$ cat src/rtl/sfc_pkg.sv
// Shared constants and types for the stereo FIR convolver.
// No dependencies; compile first.
`default_nettype none

package sfc_pkg;

   localparam int SFC_MAX_TAPS    = 1024;
   localparam int SFC_SAMPLE_BITS = 24;
   localparam int SFC_INDEX_BITS  = 10;
   localparam int SFC_COUNT_BITS  = 11;
   localparam int SFC_ACC_BITS    = 64;

   typedef enum logic {
      SFC_OP_SAMPLE = 1'b0,
      SFC_OP_LOAD   = 1'b1
   } sfc_opcode_type;

   // sequencer to MAC unit
   typedef struct packed {
      logic start;
      logic issue;
      logic finish;
   } sfc_mac_ctl_type;

   // MAC unit back to sequencer
   typedef struct packed {
      logic idle;
      logic done;
   } sfc_mac_status_type;

endpackage

`default_nettype wire

$ cat src/rtl/sfc_mac.sv
// Shared multiply-accumulate unit for both channels: registered products,
// saturating 64-bit accumulators, rounding and output saturation. Depends on sfc_pkg.
`default_nettype none

module sfc_mac #(
   parameter int SAMPLE_BITS = sfc_pkg::SFC_SAMPLE_BITS
) (
   input  wire logic                            clock,
   input  wire logic                            reset,
   input  wire sfc_pkg::sfc_mac_ctl_type        ctl,
   input  wire logic [SAMPLE_BITS-1:0]          hist_left,
   input  wire logic [SAMPLE_BITS-1:0]          hist_right,
   input  wire logic [SAMPLE_BITS-1:0]          tap_left,
   input  wire logic [SAMPLE_BITS-1:0]          tap_right,
   output sfc_pkg::sfc_mac_status_type          status,
   output logic      [SAMPLE_BITS-1:0]          out_left,
   output logic      [SAMPLE_BITS-1:0]          out_right
);
   import sfc_pkg::*;

   localparam int ACC  = SFC_ACC_BITS;
   localparam int PW   = 2 * SAMPLE_BITS;
   localparam int UW   = ACC - SAMPLE_BITS + 1;
   localparam logic signed [ACC-1:0] HALF = ACC'(1) << (SAMPLE_BITS - 2);

   function automatic logic signed [ACC-1:0] sat_add(
      input logic signed [ACC-1:0] a,
      input logic signed [ACC-1:0] b
   );
      logic [ACC:0] sum;
      sum = {a[ACC-1], a} + {b[ACC-1], b};
      if (sum[ACC] != sum[ACC-1]) begin
         sat_add = sum[ACC] ? {1'b1, {(ACC-1){1'b0}}} : {1'b0, {(ACC-1){1'b1}}};
      end else begin
         sat_add = sum[ACC-1:0];
      end
   endfunction

   // floor shift to the sample format, then clamp to its range
   function automatic logic [SAMPLE_BITS-1:0] narrow(input logic signed [ACC-1:0] acc);
      logic signed [ACC-1:0] q;
      logic        [UW-1:0]  upper;
      q     = acc >>> (SAMPLE_BITS - 1);
      upper = q[ACC-1:SAMPLE_BITS-1];
      if ((&upper) || !(|upper)) begin
         narrow = q[SAMPLE_BITS-1:0];
      end else begin
         narrow = q[ACC-1] ? {1'b1, {(SAMPLE_BITS-1){1'b0}}}
                           : {1'b0, {(SAMPLE_BITS-1){1'b1}}};
      end
   endfunction

   logic                  rd_valid_ff, prod_valid_ff, rnd_valid_ff, done_ff;
   logic signed [PW-1:0]  prod_left_ff, prod_right_ff;
   logic signed [PW-1:0]  prod_left_in, prod_right_in;
   logic signed [ACC-1:0] acc_left_ff, acc_right_ff;
   logic signed [ACC-1:0] acc_left_in, acc_right_in;
   logic signed [ACC-1:0] rnd_left_ff, rnd_right_ff;

   assign prod_left_in  = $signed(hist_left)  * $signed(tap_left);
   assign prod_right_in = $signed(hist_right) * $signed(tap_right);

   always_comb begin
      acc_left_in  = acc_left_ff;
      acc_right_in = acc_right_ff;
      if (ctl.start) begin
         acc_left_in  = '0;
         acc_right_in = '0;
      end else if (prod_valid_ff) begin
         acc_left_in  = sat_add(acc_left_ff, ACC'(prod_left_ff));
         acc_right_in = sat_add(acc_right_ff, ACC'(prod_right_ff));
      end
   end

   always_ff @(posedge clock) begin
      if (reset) begin
         rd_valid_ff   <= 1'b0;
         prod_valid_ff <= 1'b0;
         rnd_valid_ff  <= 1'b0;
         done_ff       <= 1'b0;
      end else begin
         rd_valid_ff   <= ctl.issue;
         prod_valid_ff <= rd_valid_ff;
         rnd_valid_ff  <= ctl.finish;
         done_ff       <= rnd_valid_ff;
      end
   end

   always_ff @(posedge clock) begin
      prod_left_ff  <= prod_left_in;
      prod_right_ff <= prod_right_in;
      acc_left_ff   <= acc_left_in;
      acc_right_ff  <= acc_right_in;
      if (ctl.finish) begin
         rnd_left_ff  <= sat_add(acc_left_ff, HALF);
         rnd_right_ff <= sat_add(acc_right_ff, HALF);
      end
      if (rnd_valid_ff) begin
         out_left  <= narrow(rnd_left_ff);
         out_right <= narrow(rnd_right_ff);
      end
   end

   assign status.idle = !rd_valid_ff && !prod_valid_ff;
   assign status.done = done_ff;

endmodule

`default_nettype wire

$ cat config.mk
export PLATFORM = sky130hd
export DESIGN_NAME = sfc_mac
export DESIGN_NICKNAME = d
export VERILOG_FILES = /design/src/rtl/sfc_pkg.sv /design/src/rtl/sfc_mac.sv
export SDC_FILE = /design/constraint.sdc
export NUM_CORES = 2
export LEC_CHECK = 0
export BUFFER_PORTS_ARGS = -buffer_cell sky130_fd_sc_hd__buf_2
export CORE_MARGIN = 5
export CORE_UTILIZATION = 58
export CTS_BUF_LIST = sky130_fd_sc_hd__clkbuf_8
export DETAILED_ROUTE_END_ITERATION = 8
export PLACE_DENSITY = 0.76
export SYNTH_ARGS = -nofsm -noshare
export SYNTH_HDL_FRONTEND = slang
export SYNTH_SLANG_ARGS = --single-unit
$ cat constraint.sdc
create_clock -name clock -period 9.1 [get_ports clock]
set_input_delay 0.455 -clock clock [delete_from_list [all_inputs] [get_ports clock]]
set_output_delay 0.455 -clock clock [all_outputs]
set_load 0.1 [all_outputs]
==> impl_metrics.env <==
export IMPL_syn_area_sq_um=62500
export IMPL_finalSetupViolCount=0
export IMPL_multiInputGateArea_sq_um=48200
export IMPL_path_common_cell="fa_1"
export IMPL_max_cap_viol_count=0
export IMPL_die_w_um=338
export IMPL_fill_cells=9036
export IMPL_first_global_vias=49600
export IMPL_insertion_delay_ns=0.66
export IMPL_yosysTopAreaCellShare=0.389
export IMPL_track_usage=0.280
export IMPL_path_buf_inv=4
export IMPL_finalNetCount=8443
export IMPL_drive_above_1_share=0.0560
export IMPL_synth_seq_area_share=0.135
export IMPL_hold_viol_final=0
export IMPL_io_buffer_count=150
export IMPL_post_synth_num_cell_types=84
export IMPL_cts_htree_levels=3
export IMPL_die_h_um=338
export IMPL_crit_family="adder cells"
export IMPL_cp_arrival_ns=8.36
export IMPL_area_growth_pct=4.83
export IMPL_rsz0062_at_grt="no"
export IMPL_vias=46600
export IMPL_dr_pass1_iters=5
export IMPL_grt_pass1_wl_um=260000
export IMPL_cts_sinks=358
export IMPL_cts_resized=0
export IMPL_crit_type="in -> reg"
export IMPL_synthTopCellsByArea="fa_1 (39%), ha_1 (8.0%), dfxtp_1 (7.3%), inv_1 (7.3%), edfxtp_1 (6.2%)"
export IMPL_synth_nets=8510
export IMPL_tightest_slew_ns=1.21
export IMPL_wl_um=157000
export IMPL_post_route_min_period_ns=7.80
export IMPL_slew_viol_final=0
export IMPL_async_flop_share=0
export IMPL_ys_flop_type="dfxtp_1"
export IMPL_rows=120
export IMPL_synth_seq_cells=358
export IMPL_final_util=0.612
export IMPL_grt_ovfl_total=0
export IMPL_seq_area_sq_um=8470
export IMPL_pin_count=151
export IMPL_post_route_period_util=0.857
export IMPL_drtIter0Drc=3218
export IMPL_wire_per_inst_um=19.2
export IMPL_antenna_left=0
export IMPL_synth_warning_count=0
export IMPL_finalSetupTns_ns=0
export IMPL_crit_path_top_delay_cell="fa_1"
export IMPL_yosys_area_top_type="fa_1"
export IMPL_status="finished clean"
export IMPL_path_clk_slew_ns=0.06
export IMPL_crit_fanout=24
export IMPL_start_util=0.584
export IMPL_fmax_mhz=128
export IMPL_drcViolationCount=0
export IMPL_finClkSkew_ns=0.0440
export IMPL_gp_congestion=0.939
export IMPL_dpl_hpwl_um=124000
export IMPL_die_area_sq_um=114000
export IMPL_min_path_type="in -> reg"
export IMPL_clockBufferDepth=3
export IMPL_start_kind="input pin"
export IMPL_cts_buffers=66
export IMPL_grt_max_degree=84
export IMPL_critPathRequiredTime_ns=9.67
export IMPL_root_buffer="clkbuf_8"
export IMPL_critPathCaptureType="flip-flop"
export IMPL_antenna_found_initial=3
export IMPL_netlist_instances=6795
export IMPL_postSynthAreaPerCell_sq_um=9.20
export IMPL_slew_headroom=0.195
export IMPL_synth_edf_count=130
export IMPL_cts_tree="done"
export IMPL_core_area_sq_um=107000
export IMPL_max_stage_delay_ns=0.74
export IMPL_viasPerCell=5.69
==> layout make-up <==
class	instances	area share
inverter	1211	0.0694
tap	1403	0.0268
clock buffer	81	0.0170
sequential	358	0.129
multi-input combinational	4907	0.736
antenna	2	0.0000764
timing repair buffer	184	0.0155
clock inverter	40	0.00563
==> sequential cells by signal, indices dropped and copies added (netlist names), 24 cells and up <==
| register | count |
|---|---|
| acc_left_ff | 64 |
| acc_right_ff | 64 |
| out_left | 24 |
| out_right | 24 |
| prod_left_ff | 48 |
| prod_right_ff | 48 |
| rnd_left_ff | 41 |
| rnd_right_ff | 41 |
==> routing by layer <==
layer | track usage | vias to the layer above | share of wire
li1 | - | 21000 | -
met1 | 0.391 | 23300 | 0.42
met2 | 0.445 | 1877 | 0.45
met3 | 0.0499 | 372 | 0.084
met4 | 0.0980 | 0 | 0.040
met5 | 0 | - | 0
==> per-stage QoR <==
stage	instance area, sq um	instances	worst slack [ns]	hold WS, ns
floorplan	62500	6795	1.68	0.439
global placement	64000	8062	0.999	0.466
detailed placement	64000	8062	0.786	0.471
CTS	65500	8184	1.48	0.0187
global route	65500	8186	0.942	0.0360
finish	65500	8186	1.30	0.0552
==> layout by cell type, fill, tap and decap left out, drive strengths merged, types with 18 or more instances in the layout <==
cell type  count
o21ai        132
a311oi        18
nor3          75
a211oi        76
nand4         53
xor2          89
fa          1216
o211ai        20
o21bai        30
nand2b        51
dfxtp        228
nand2        800
xnor2        205
nor2b         30
ha           398
edfxtp       130
inv         1229
nand3         80
and3          42
and2         555
buf          183
a31oi         22
a21oi        303
clkbuf        81
o21a          37
a21o         163
nor2         350
==> cells in the mapped netlist, types with 17 or more instances <==
cell type,instances
nand3_1,80
nand2b_1,51
o21ai_0,125
dfxtp_1,228
nor2b_1,30
o21bai_1,30
nand4_1,53
inv_1,1209
nor2_1,350
nand2_1,799
clkbuf_1,288
a211oi_2,59
edfxtp_1,130
and3_1,42
a211oi_1,17
xor2_1,89
fa_1,1216
a31oi_1,21
o21a_1,37
a21o_1,163
xnor2_1,205
o211ai_1,20
a311oi_1,18
a21oi_1,303
ha_1,398
and2_1,554
nor3_1,75
buf_2,21
==> worst paths after layout <==
kind	endpoint	startpoint	cells past startpoint	slack [ns]
worst max register to register	acc_right_ff[2]	acc_right_ff[10]	13	3.74
worst max-delay path	prod_right_ff[46]	tap_right[0]	25	1.30
worst min-delay path	rd_valid_ff	ctl[1]	2	0.06
worst min register to register	acc_right_ff[21]	acc_right_ff[21]	2	0.48
==> timing repair <==
action                                  in CTS  in global routing
endpoints found under the setup margin       0                  0
hold buffers                                 1                  0
buffers inserted                             0                  0
hold endpoints to repair                     3                  0
==> cells by family after synthesis <==
| logic type | count (synthesis) | share of synthesized area |
|---|---|---|
| flip-flops | 358 | 0.135 |
| XOR/XNOR | 294 | 0.0412 |
| AO/OA/AOI/OAI | 912 | 0.0997 |
| buffers and inverters | 1530 | 0.0932 |
| multiplexers | 5 | 0.00108 |
| AND/OR/NAND/NOR | 2082 | 0.160 |
| adder cells (fa/ha/maj) | 1614 | 0.469 |
Power is left out: the tool's default activity adds up to more than one toggle a clock period on the data nets, which glitch-free logic cannot reach.
